<file path="src/rtl/core/bqd_pkg.sv">
`default_nettype none

package bqd_pkg;

    // Control from the sequencer to the multiply-accumulate unit.
    typedef struct packed {
        logic clr;
        logic en;
    } t_mac_ctrl;

    // Register map, by word index.
    localparam logic [2:0] REG_B0   = 3'd0;
    localparam logic [2:0] REG_B1   = 3'd1;
    localparam logic [2:0] REG_B2   = 3'd2;
    localparam logic [2:0] REG_FB1  = 3'd3;
    localparam logic [2:0] REG_FB2  = 3'd4;
    localparam logic [2:0] REG_NORM = 3'd5;

    // Product terms, in the order the sequencer issues them.
    localparam logic [2:0] TAP_B0  = 3'd0;
    localparam logic [2:0] TAP_B1  = 3'd1;
    localparam logic [2:0] TAP_B2  = 3'd2;
    localparam logic [2:0] TAP_FB1 = 3'd3;
    localparam logic [2:0] TAP_FB2 = 3'd4;

    // Reset value of b0 and a0: 64.0 in Q16.16.
    localparam logic [63:0] COEF_RST_UNITY = 64'd4194304;

endpackage

`default_nettype wire

</file>
<file path="src/rtl/core/bqd_mac.sv">
`default_nettype none

module bqd_mac #(
    parameter int COEF_WIDTH   = 32,
    parameter int SAMPLE_WIDTH = 24,
    parameter int ACC_WIDTH    = 59
) (
    input  wire                          i_clk,
    input  wire                          i_rst_n,
    input  wire bqd_pkg::t_mac_ctrl      i_ctrl,
    input  wire signed [COEF_WIDTH-1:0]  i_coef,
    input  wire signed [SAMPLE_WIDTH-1:0] i_sample,
    output logic signed [ACC_WIDTH-1:0]  o_acc
);

    localparam int PROD_WIDTH = COEF_WIDTH + SAMPLE_WIDTH;

    logic signed [PROD_WIDTH-1:0] r_prod;
    logic                         r_prod_vld;
    logic signed [ACC_WIDTH-1:0]  r_acc;

    // The product is registered before it reaches the adder.
    always_ff @(posedge i_clk) begin
        if (!i_rst_n) begin
            r_prod_vld <= 1'b0;
        end else begin
            r_prod_vld <= i_ctrl.en;
        end
    end

    always_ff @(posedge i_clk) begin
        r_prod <= i_coef * i_sample;
        if (i_ctrl.clr) begin
            r_acc <= '0;
        end else if (r_prod_vld) begin
            r_acc <= r_acc + ACC_WIDTH'(r_prod);
        end
    end

    assign o_acc = r_acc;

endmodule

`default_nettype wire

</file>
<file path="src/rtl/core/bqd_div.sv">
`default_nettype none

module bqd_div #(
    parameter int DIVIDEND_WIDTH = 58,
    parameter int DIVISOR_WIDTH  = 31
) (
    input  wire                       i_clk,
    input  wire                       i_rst_n,
    input  wire                       i_start,
    input  wire [DIVIDEND_WIDTH-1:0]  i_dividend,
    input  wire [DIVISOR_WIDTH-1:0]   i_divisor,
    output logic [DIVIDEND_WIDTH-1:0] o_quotient,
    output logic                      o_done
);

    localparam int CNT_WIDTH = $clog2(DIVIDEND_WIDTH);
    localparam logic [CNT_WIDTH-1:0] CNT_LAST = CNT_WIDTH'(DIVIDEND_WIDTH - 1);

    logic [DIVIDEND_WIDTH-1:0] r_work;
    logic [DIVISOR_WIDTH-1:0]  r_rem;
    logic [CNT_WIDTH-1:0]      r_cnt;
    logic                      r_busy;
    logic                      r_done;

    logic [DIVISOR_WIDTH:0]    shifted;
    logic [DIVISOR_WIDTH:0]    diff;
    logic                      ge;
    logic [DIVISOR_WIDTH-1:0]  n_rem;

    // Restoring division, one quotient bit per cycle. Quotient bits shift
    // into the low end of the dividend register as dividend bits leave it.
    always_comb begin
        shifted = {r_rem, r_work[DIVIDEND_WIDTH-1]};
        diff    = shifted - {1'b0, i_divisor};
        ge      = (shifted >= {1'b0, i_divisor});
        n_rem   = ge ? diff[DIVISOR_WIDTH-1:0] : shifted[DIVISOR_WIDTH-1:0];
    end

    always_ff @(posedge i_clk) begin
        if (!i_rst_n) begin
            r_busy <= 1'b0;
            r_done <= 1'b0;
            r_cnt  <= '0;
        end else begin
            r_done <= 1'b0;
            if (i_start) begin
                r_busy <= 1'b1;
                r_cnt  <= '0;
            end else if (r_busy) begin
                r_cnt <= r_cnt + 1'b1;
                if (r_cnt == CNT_LAST) begin
                    r_busy <= 1'b0;
                    r_done <= 1'b1;
                end
            end
        end
    end

    always_ff @(posedge i_clk) begin
        if (i_start) begin
            r_work <= i_dividend;
            r_rem  <= '0;
        end else if (r_busy) begin
            r_work <= {r_work[DIVIDEND_WIDTH-2:0], ge};
            r_rem  <= n_rem;
        end
    end

    assign o_quotient = r_work;
    assign o_done     = r_done;

endmodule

`default_nettype wire

</file>
<file path="src/rtl/core/biquad_iir_filter.sv">
// Requests are taken one at a time: a new request is accepted only once the previous result
// is committed, since each one makes five passes through the shared multiplier and then goes
// through the bit-serial divider that follows them.
// Reset (synchronous, active low) clears the sample history, loads b0 = a0 = 64.0 and the
// other coefficients with zero, and empties the result register.
`default_nettype none

module biquad_iir_filter #(
    parameter int SAMPLE_WIDTH = 24,
    parameter int COEF_WIDTH   = 32
) (
    input  wire                                         i_clk,
    input  wire                                         i_rst_n,
    // Configuration port
    input  wire                                         psel,
    input  wire                                         penable,
    input  wire                                         pwrite,
    input  wire [((COEF_WIDTH > 32) ? 6 : 5)-1:0]       paddr,
    input  wire [((COEF_WIDTH > 32) ? 64 : 32)-1:0]     pwdata,
    output logic [((COEF_WIDTH > 32) ? 64 : 32)-1:0]    prdata,
    output logic                                        pready,
    // Sample request channel
    input  wire                                         i_in_valid,
    output logic                                        o_in_ready,
    input  wire signed [SAMPLE_WIDTH-1:0]               i_sample_in,
    // Result channel
    output logic                                        o_out_valid,
    input  wire                                         i_out_ready,
    output logic signed [SAMPLE_WIDTH-1:0]              o_sample_out,
    output logic                                        o_clipped
);

    localparam int DATA_WIDTH = (COEF_WIDTH > 32) ? 64 : 32;
    localparam int ADDR_WIDTH = (COEF_WIDTH > 32) ? 6 : 5;
    // Five products of COEF_WIDTH + SAMPLE_WIDTH bits need three guard bits.
    localparam int ACC_WIDTH  = COEF_WIDTH + SAMPLE_WIDTH + 3;
    localparam int MAG_WIDTH  = ACC_WIDTH - 1;
    localparam int NORM_WIDTH = COEF_WIDTH - 1;

    localparam logic [SAMPLE_WIDTH-1:0] SAMP_MAX = {1'b0, {(SAMPLE_WIDTH-1){1'b1}}};
    localparam logic [SAMPLE_WIDTH-1:0] SAMP_MIN = {1'b1, {(SAMPLE_WIDTH-1){1'b0}}};

    // Sequencer states.
    localparam logic [2:0] ST_IDLE = 3'd0;
    localparam logic [2:0] ST_MAC  = 3'd1;
    localparam logic [2:0] ST_ACC  = 3'd2;
    localparam logic [2:0] ST_MAG  = 3'd3;
    localparam logic [2:0] ST_DIV  = 3'd4;
    localparam logic [2:0] ST_OUT  = 3'd5;

    // ------------------------------------------------------------------
    // Coefficient registers. Writes land on the access phase; an index
    // past the normalizing divisor is ignored and reads back as zero.
    // ------------------------------------------------------------------
    logic [COEF_WIDTH-1:0] r_b0, r_b1, r_b2, r_fb1, r_fb2;
    logic [NORM_WIDTH-1:0] r_norm;
    logic [2:0]            reg_idx;
    logic                  cfg_wr;

    assign reg_idx = paddr[ADDR_WIDTH-1:ADDR_WIDTH-3];
    assign cfg_wr  = psel && penable && pwrite;
    assign pready  = 1'b1;

    always_ff @(posedge i_clk) begin
        if (!i_rst_n) begin
            r_b0   <= COEF_WIDTH'(bqd_pkg::COEF_RST_UNITY);
            r_b1   <= '0;
            r_b2   <= '0;
            r_fb1  <= '0;
            r_fb2  <= '0;
            r_norm <= NORM_WIDTH'(bqd_pkg::COEF_RST_UNITY);
        end else if (cfg_wr) begin
            case (reg_idx)
                bqd_pkg::REG_B0:   r_b0   <= pwdata[COEF_WIDTH-1:0];
                bqd_pkg::REG_B1:   r_b1   <= pwdata[COEF_WIDTH-1:0];
                bqd_pkg::REG_B2:   r_b2   <= pwdata[COEF_WIDTH-1:0];
                bqd_pkg::REG_FB1:  r_fb1  <= pwdata[COEF_WIDTH-1:0];
                bqd_pkg::REG_FB2:  r_fb2  <= pwdata[COEF_WIDTH-1:0];
                bqd_pkg::REG_NORM: r_norm <= pwdata[NORM_WIDTH-1:0];
                default: begin
                end
            endcase
        end
    end

    always_comb begin
        case (reg_idx)
            bqd_pkg::REG_B0:   prdata = DATA_WIDTH'(r_b0);
            bqd_pkg::REG_B1:   prdata = DATA_WIDTH'(r_b1);
            bqd_pkg::REG_B2:   prdata = DATA_WIDTH'(r_b2);
            bqd_pkg::REG_FB1:  prdata = DATA_WIDTH'(r_fb1);
            bqd_pkg::REG_FB2:  prdata = DATA_WIDTH'(r_fb2);
            bqd_pkg::REG_NORM: prdata = DATA_WIDTH'(r_norm);
            default:           prdata = '0;
        endcase
    end

    // ------------------------------------------------------------------
    // Sequencer. A request is latched, then the five products are issued
    // one per cycle to the shared multiplier, the accumulator is turned
    // into sign and magnitude, and the magnitude is divided by a0 one bit
    // per cycle. The quotient is saturated and handed to the result
    // register; the history moves only when the result is committed.
    // ------------------------------------------------------------------
    logic [2:0]                    r_state;
    logic [2:0]                    r_k;
    logic signed [SAMPLE_WIDTH-1:0] r_x, r_xh1, r_xh2, r_yh1, r_yh2;
    logic                          r_neg;
    logic                          r_zero;
    logic                          r_out_valid;
    logic [SAMPLE_WIDTH-1:0]       r_out_sample;
    logic                          r_out_clip;

    bqd_pkg::t_mac_ctrl            mac_ctrl;
    logic signed [COEF_WIDTH-1:0]   mac_coef;
    logic signed [SAMPLE_WIDTH-1:0] mac_sample;
    logic signed [ACC_WIDTH-1:0]    acc;
    logic [ACC_WIDTH-1:0]           acc_mag;
    logic                           div_start;
    logic [MAG_WIDTH-1:0]           quot;
    logic                           div_done;

    logic                    commit;
    logic                    over;
    logic [SAMPLE_WIDTH-1:0] lim;
    logic [SAMPLE_WIDTH-1:0] q_sat;
    logic [SAMPLE_WIDTH-1:0] res;

    assign o_in_ready = (r_state == ST_IDLE);

    // Operand selection for the current product term.
    always_comb begin
        case (r_k)
            bqd_pkg::TAP_B0: begin
                mac_coef   = r_b0;
                mac_sample = r_x;
            end
            bqd_pkg::TAP_B1: begin
                mac_coef   = r_b1;
                mac_sample = r_xh1;
            end
            bqd_pkg::TAP_B2: begin
                mac_coef   = r_b2;
                mac_sample = r_xh2;
            end
            bqd_pkg::TAP_FB1: begin
                mac_coef   = r_fb1;
                mac_sample = r_yh1;
            end
            default: begin
                mac_coef   = r_fb2;
                mac_sample = r_yh2;
            end
        endcase
        mac_ctrl.en  = (r_state == ST_MAC);
        mac_ctrl.clr = (r_state == ST_MAC) && (r_k == bqd_pkg::TAP_B0);
    end

    bqd_mac #(
        .COEF_WIDTH   (COEF_WIDTH),
        .SAMPLE_WIDTH (SAMPLE_WIDTH),
        .ACC_WIDTH    (ACC_WIDTH)
    ) u_mac (
        .i_clk    (i_clk),
        .i_rst_n  (i_rst_n),
        .i_ctrl   (mac_ctrl),
        .i_coef   (mac_coef),
        .i_sample (mac_sample),
        .o_acc    (acc)
    );

    // The accumulator never reaches the most negative value, so its
    // magnitude fits one bit narrower.
    assign acc_mag   = acc[ACC_WIDTH-1] ? (~acc + 1'b1) : acc;
    assign div_start = (r_state == ST_MAG);

    bqd_div #(
        .DIVIDEND_WIDTH (MAG_WIDTH),
        .DIVISOR_WIDTH  (NORM_WIDTH)
    ) u_div (
        .i_clk      (i_clk),
        .i_rst_n    (i_rst_n),
        .i_start    (div_start),
        .i_dividend (acc_mag[MAG_WIDTH-1:0]),
        .i_divisor  (r_norm),
        .o_quotient (quot),
        .o_done     (div_done)
    );

    // Saturation. A zero divisor yields an all-ones quotient, which clips
    // to the range end of the accumulator's sign; a zero accumulator
    // always gives zero and is never reported as clipped.
    always_comb begin
        lim   = r_neg ? SAMP_MIN : SAMP_MAX;
        over  = (quot > MAG_WIDTH'(lim));
        q_sat = over ? lim : quot[SAMPLE_WIDTH-1:0];
        if (r_zero) begin
            res = '0;
        end else if (r_neg) begin
            res = ~q_sat + 1'b1;
        end else begin
            res = q_sat;
        end
    end

    assign commit = (r_state == ST_OUT) && (!r_out_valid || i_out_ready);

    always_ff @(posedge i_clk) begin
        if (!i_rst_n) begin
            r_state     <= ST_IDLE;
            r_k         <= bqd_pkg::TAP_B0;
            r_out_valid <= 1'b0;
            r_xh1       <= '0;
            r_xh2       <= '0;
            r_yh1       <= '0;
            r_yh2       <= '0;
        end else begin
            if (commit) begin
                r_out_valid <= 1'b1;
            end else if (i_out_ready) begin
                r_out_valid <= 1'b0;
            end
            case (r_state)
                ST_IDLE: begin
                    if (i_in_valid) begin
                        r_state <= ST_MAC;
                        r_k     <= bqd_pkg::TAP_B0;
                    end
                end
                ST_MAC: begin
                    if (r_k == bqd_pkg::TAP_FB2) begin
                        r_state <= ST_ACC;
                    end else begin
                        r_k <= r_k + 1'b1;
                    end
                end
                ST_ACC: begin
                    r_state <= ST_MAG;
                end
                ST_MAG: begin
                    r_state <= ST_DIV;
                end
                ST_DIV: begin
                    if (div_done) begin
                        r_state <= ST_OUT;
                    end
                end
                ST_OUT: begin
                    if (commit) begin
                        r_state <= ST_IDLE;
                        r_xh2   <= r_xh1;
                        r_xh1   <= r_x;
                        r_yh2   <= r_yh1;
                        r_yh1   <= res;
                    end
                end
                default: begin
                    r_state <= ST_IDLE;
                end
            endcase
        end
    end

    // Payload registers.
    always_ff @(posedge i_clk) begin
        if (o_in_ready && i_in_valid) begin
            r_x <= i_sample_in;
        end
        if (div_start) begin
            r_neg  <= acc[ACC_WIDTH-1];
            r_zero <= (acc == '0);
        end
        if (commit) begin
            r_out_sample <= res;
            r_out_clip   <= over && !r_zero;
        end
    end

    assign o_out_valid  = r_out_valid;
    assign o_sample_out = r_out_sample;
    assign o_clipped    = r_out_clip;

    // ------------------------------------------------------------------
    // Assertions
    // ------------------------------------------------------------------
    a_busy_after_accept: assert property (@(posedge i_clk) disable iff (!i_rst_n)
        (i_in_valid && o_in_ready) |=> !o_in_ready)
        else $error("request accepted while a sample is still in progress");

    a_clip_at_range_end: assert property (@(posedge i_clk) disable iff (!i_rst_n)
        (o_out_valid && o_clipped) |-> (o_sample_out == SAMP_MAX || o_sample_out == SAMP_MIN))
        else $error("clipped result is not at a range end");

    a_tap_in_range: assert property (@(posedge i_clk) disable iff (!i_rst_n)
        (r_state == ST_MAC) |-> (r_k <= bqd_pkg::TAP_FB2))
        else $error("product term index out of range");

    a_commit_after_div: assert property (@(posedge i_clk) disable iff (!i_rst_n)
        (r_state == ST_OUT && $past(r_state) == ST_DIV) |-> $past(div_done))
        else $error("result stage entered without a finished division");

endmodule

`default_nettype wire

</file>
<file path="config.mk">
export PLATFORM = sky130hd
export DESIGN_NAME = biquad_iir_filter
export DESIGN_NICKNAME = d
export VERILOG_FILES = /design/src/rtl/core/bqd_pkg.sv /design/src/rtl/core/bqd_mac.sv /design/src/rtl/core/bqd_div.sv /design/src/rtl/core/biquad_iir_filter.sv
export SDC_FILE = /design/constraint.sdc
export NUM_CORES = 2
export LEC_CHECK = 0
export ABC_AREA = 1
export BUFFER_PORTS_ARGS = -buffer_cell sky130_fd_sc_hd__clkbuf_2
export CORE_MARGIN = 3
export CORE_UTILIZATION = 50
export CTS_CLUSTER_SIZE = 12
export DETAILED_ROUTE_END_ITERATION = 8
export PLACE_DENSITY_LB_ADDON = 0.25
export SLEW_MARGIN = 40
export SYNTH_ARGS = -nofsm -noshare
export SYNTH_HDL_FRONTEND = slang
export SYNTH_SLANG_ARGS = --single-unit
</file>
<file path="constraint.sdc">
create_clock -name i_clk -period 11.54 [get_ports i_clk]
set_clock_uncertainty 0.1 [all_clocks]
set_input_delay 2.308 -clock i_clk [delete_from_list [all_inputs] [get_ports i_clk]]
set_output_delay 2.308 -clock i_clk [all_outputs]
set_load 0.03 [all_outputs]
</file>
# After elaboration in Yosys (flattened, before gate mapping)
# Index checks and enable logic that the tools add are counted.
[totals] register_bits=558 in_bits=68 out_inout_bits=60 elab_cells=111
[op_classes] addsub=6 n_mul=1 magnitude_cmp=2 n_eq_ne=20 n_mux=25 bitwise=4 n_reduce_logical=27
[ops] cell="32-bit one-hot mux with 6 select lines" count=1
[ops] cell="58-bit 2-to-1 mux" count=3
[ops] cell="32-bit one-hot mux with 4 select lines" count=1
[ops] cell="24-bit 2-to-1 mux" count=4
[ops] cell="24-bit one-hot mux with 4 select lines" count=1
[ops] cell="59-bit by 56-bit adder with 59-bit output" count=1
[ops] cell="59-bit logical NOT" count=1
[ops] cell="58-bit by 1-bit adder with 58-bit output (second input constant)" count=1
[ops] cell="58-bit by 24-bit > comparator with 1-bit output" count=1
[ops] cell="58-bit inverter" count=1
[ops] cell="32-bit by 24-bit multiplier with 56-bit output" count=1
[ops] cell="32-bit by 31-bit >= comparator with 1-bit output" count=1
[ops] cell="31-bit 2-to-1 mux" count=1
[ops] cell="31-bit subtractor" count=1
[ops] cell="24-bit by 1-bit adder with 24-bit output (second input constant)" count=1
[ops] cell="24-bit inverter" count=1
[ops] cell="3-bit by 2-bit equality test with 1-bit output (second input constant)" count=6
[ops] cell="3-bit 2-to-1 mux" count=6
[ops] cell="3-bit one-hot mux with 6 select lines" count=1
[ops] cell="3-bit equality test (second input constant)" count=5
[ops] cell="2-bit AND reduction" count=7
[ops] cell="3-bit by 1-bit equality test with 1-bit output (second input constant)" count=3
[ops] cell="3-bit logical NOT" count=3
[ops] cell="2-bit != test (second input constant)" count=4
[ops] cell="15 further kinds" count=29

# Longest topological paths before layout
[depth] depth_word=7 mapped_depth=40 depth_no_buf=38

# Hierarchy
# From an unflattened synthesis, not the netlist that was laid out.
[hier_totals] hier_cells=8626 area_unflattened_um2=61605.3
[modules_own_cells] module="bqd_mac" instances=1 cells_each=5033 area_per_inst_um2=36782.8 seq_area_each_um2=2322.2
[modules_own_cells] module="biquad_iir_filter" instances=1 cells_each=2534 area_per_inst_um2=17898.4 seq_area_each_um2=7417.1
[modules_own_cells] module="bqd_div" instances=1 cells_each=1059 area_per_inst_um2=6924.1 seq_area_each_um2=2522.4

# Least setup slack after synthesis
# OpenSTA, ideal clock, no wires.
[synth_timing] path_type="reg2reg" start="register r_k[2]" end="register u_mac.r_prod[55]" setup_ns=0.123 t_arrival_ns=8.313 t_required_ns=11.317 setup_slack_ns=3.003 stages_incl_launch_ff=32 n_path_buf=4 synth_period_minus_slack_ns=8.537 path_cell_list="dfxtp_1 > inv_2 > clkbuf_1 > ha_1 > clkbuf_1 > clkbuf_1 > a221o_1 > o22ai_1 > clkbuf_1 > nor2_1 > fa_1 > fa_1 > inv_1 > fa_1 > inv_1 > fa_1 > fa_1 > fa_1 > inv_1 > fa_1 > inv_1 > ha_1 > nand2_1 > nor2_1 > inv_1 > nor3_1 > nand2_1 > o211ai_1 > nand2_1 > o211ai_1 > a21oi_1 > xor2_1"
[synth_between] elab_chain_cells=3 elab_cells_between_ends=7 cone_classes="1 x mul; 3 x eq/ne; 2 x mux; 1 x reduce/logical"
[synth_lines] element="from (decl)" line="biquad_iir_filter.sv:106" source="logic [2:0] r_k;"
[synth_lines] element="from (signal assigned)" line="biquad_iir_filter.sv:211" source="r_k <= bqd_pkg::TAP_B0;"
[synth_lines] element="from (signal assigned)" line="biquad_iir_filter.sv:227" source="r_k <= bqd_pkg::TAP_B0;"
[synth_lines] element="from (signal assigned)" line="biquad_iir_filter.sv:234" source="r_k <= r_k + 1'b1;"
[synth_lines] element="3-bit by 2-bit equality test with 1-bit output, or another cell as far along" line="biquad_iir_filter.sv:133" source="case (r_k)"
[synth_lines] element="32-bit one-hot mux with 4 select lines or 24-bit one-hot mux with 4 select lines (tied branches)" line="biquad_iir_filter.sv:133"
[synth_lines] element="32-bit by 24-bit multiplier with 56-bit output *" line="bqd_mac.sv:32" source="r_prod <= i_coef * i_sample;"
[synth_lines] element="to (signal assigned)" line="bqd_mac.sv:32"
[synth_lines] element="to (decl)" line="bqd_mac.sv:18" source="logic signed [PROD_WIDTH-1:0] r_prod;"
# Mark *: on every way between the ends. The rest lies on a longest branch, timed or not.
# A chain may end at the register's enable or synchronous reset.

# Worst setup path after layout
# Same ends and word-level chain as after synthesis.

==> flow_metrics.py <==
metrics = {
    "job": {
        "max-cap-violations": 0,
    },
    "global_route": {
        "grt_pass1_wl_microns": 283000,
        "grt_max_degree": 128,
        "antenna_found_initial": 7,
        "track_usage_pct": 31.0,
        "first_global_vias": 48622,
        "grt_overflow": 0,
    },
    "drt": {
        "finalWirelength_microns": 184000,
        "viasPerCell": 5.67,
        "drt_iter0_drc": 5241,
        "drtAntennaViolNets": 0,
        "via_count": 49694,
        "drc": 0,
        "firstDrtPassIters": 6,
        "routedWlPerCell_microns": 21.0,
    },
    "yosys": {
        "ys.flop_type": "dfxtp_1",
        "avgSynthCellArea_sq_um": 7.87,
        "synth_area_sq_um": 57000,
        "synth_cells": 7238,
        "synth_compound_area_share_pct": 13.0,
        "synth_xor_area_share_pct": 2.74,
        "synth_fp_nets": 8363,
        "netlist.area_leader.share_pct": 27.6,
        "ys_seq_elements": 558,
        "synth_common_cells": "inv_1, nor2_1, nand2_1, fa_1, o21ai_0",
        "synth-simple-area-share_pct": 18.1,
        "ys_seq_area_share_pct": 21.5,
        "async_flop_share_pct": 0,
        "synth_edf_count": 109,
        "synth_fa_ha_area_share_pct": 33.6,
        "ys_warn_count": 0,
        "synth_cell_types": 69,
        "muxShareOfSynthArea_pct": 0,
        "yosysMostFrequentCell": "inv_1",
        "synth_top_cell_by_area": "fa_1",
        "synth_top_family_by_area": "adder cells",
        "yosys-top-cells-area": "fa_1, dfxtp_1, inv_1",
    },
    "sta": {
        "fmax_ghz": 0.0981,
        "slew_headroom_pct": 39.6,
        "fin_crit_sh_pct": 88.3,
        "rsz0062_at_grt": "false",
        "fin_setup_tns_ns": 0,
        "worst_slew_pin_slew_ns": 0.905,
        "hold_viol_final": 0,
        "post-route-min-period_ns": 10.19,
        "setup_viol": 0,
        "slew_violations": 0,
    },
    "critical_path": {
        "worstPathArrival_ns": 10.62,
        "worst_ep_required_time_ns": 11.97,
        "cp-end-kind": "register",
        "cp_num_buf_inv": 14,
        "worstSetupPathType": "reg -> reg",
        "crit_slowest_cell": "inv_1",
        "critPathTopFamily": "adder cells",
        "crit_fanout": 34,
        "start_kind": "register",
        "crit_top_cell": "inv_1",
        "slowest_delay_ns": 0.57,
    },
    "hold_path": {
        "min_path_type": "reg -> reg",
    },
    "floorplanning": {
        "die_width_microns": 344,
        "core_sq_um": 113000,
        "die_y_microns": 344,
        "dieArea_sq_um": 118000,
        "initial_core_util_pct": 50.5,
        "ios": 128,
        "rows": 123,
    },
    "cells_and_area": {
        "finalNetCount": 8329,
        "syn2layout_area_growth_pct": 7.35,
        "drive_gt1_share_pct": 6.30,
    },
    "clocking": {
        "cts_tree": "built",
        "clk_pin_slew_ns": 0.07,
        "cts_hold_buf": 0,
        "cts_buffer_depth": 3,
        "cts_sinks": 558,
        "root_buffer": "clkbuf_16",
        "htreeDepth": 2,
        "cts_setup_buffers": 0,
        "cts_made_buffers": 59,
        "cts_resized": 0,
        "clock_latency_ns": 0.64,
    },
    "run_status": {
        "status": "finished clean",
    },
    "place": {
        "dp_hpwl_microns": 138000,
        "place.gp.congestion": 0.971,
        "portBuffers": 124,
    },
}
## path summary, 6_finish.rpt
kind / start / end / slack, ns / depth (start not counted)
max: r_k[2]$_SDFFE_PN0P_ / u_mac.r_prod[55]$_DFF_P_ / 1.35 / 38
min: u_div.r_rem[23]$_SDFFE_PP0P_ / u_div.r_rem[23]$_SDFFE_PP0P_ / 0.37 / 2
max reg2reg: r_k[2]$_SDFFE_PN0P_ / u_mac.r_prod[55]$_DFF_P_ / 1.35 / 38
min reg2reg: u_div.r_rem[23]$_SDFFE_PP0P_ / u_div.r_rem[23]$_SDFFE_PP0P_ / 0.37 / 2
## cells in the final DEF, fill, tap and decap left out, types with 11 or more instances in the layout
master        n
dfxtp_1     447
o211ai_1     25
o21a_1       27
clkinv_1     14
xor2_1      133
a22oi_1      37
clkbuf_2    125
a221o_1      53
o22ai_1      46
clkbuf_8     11
xnor2_1      45
buf_4        92
clkbuf_1     21
a21oi_1     328
nor2_4       12
clkbuf_16    61
a22o_1       48
ha_1        270
nor2_2       15
nand2_2      17
a221oi_1     28
o22ai_2      20
a31oi_1      48
fa_1        785
nand2_1     974
nor3_1       39
or2_2        12
nand3_1     145
nor4_1       17
o21ai_0     499
inv_1      1292
edfxtp_1    109
nor2_1     1228
inv_2        21
a21o_1       17
nand4_1      40
o21ai_1      24
## metal layers
metal  global-route usage (%)  vias to the layer above  wire, microns
met1                     43.0                    24297          75500
met4                     13.4                        2           9190
met2                     48.0                     2352          81200
li1                         -                    22588              -
met5                        0                        -             13
met3                     5.36                      455          17600
## sequential cells by signal, summed over array words and instances (netlist names), 31 cells and up
| name | flops |
|---|---|
| r_fb2 | 32 |
| r_b2 | 32 |
| u_div.r_rem | 31 |
| r_b1 | 32 |
| u_mac.o_acc | 59 |
| r_norm | 31 |
| r_fb1 | 32 |
| r_b0 | 32 |
| u_mac.r_prod | 56 |
| u_div.o_quotient | 58 |
## through the flow
step	instances	hold WS [ns]	utilization (%)	setup WS (ns)	instance area [sq um]
6_report	8757	0.372	54.2	1.35	61100
2_1_floorplan	7238	0.345	-	3.00	57000
3_5_place_dp	8642	0.364	52.4	1.45	59100
3_3_place_gp	8641	0.361	52.4	1.51	59100
4_1_cts	8750	0.375	54.1	1.40	61100
5_1_grt	8757	0.401	54.2	0.888	61100
## logic make-up after synthesis
kind of cell,Yosys count
simple gates,2543
buf+inv,1648
compound gates,1253
fa+ha+maj,1057
flops,558
xor+xnor,178
other cells,1
## tightest hold or removal path, cell delays in order (launching register included)
cell     delay (ns)
dfxtp_1        0.32
nand2_1        0.06
nand2_1        0.04
## final cells by class
cell class,instances,area [sq um]
repair buffers,222,1410
clock inverters,13,171
flip-flops and latches,558,12300
multi-input cells,5032,38600
inverters,1331,5000
fillers,10596,51700
diodes,6,15.0
well taps,1500,1880
clock buffers,95,1770
Power is not shown: default switching activity piles up to over one toggle a cycle in this logic, so the estimate is an artifact.
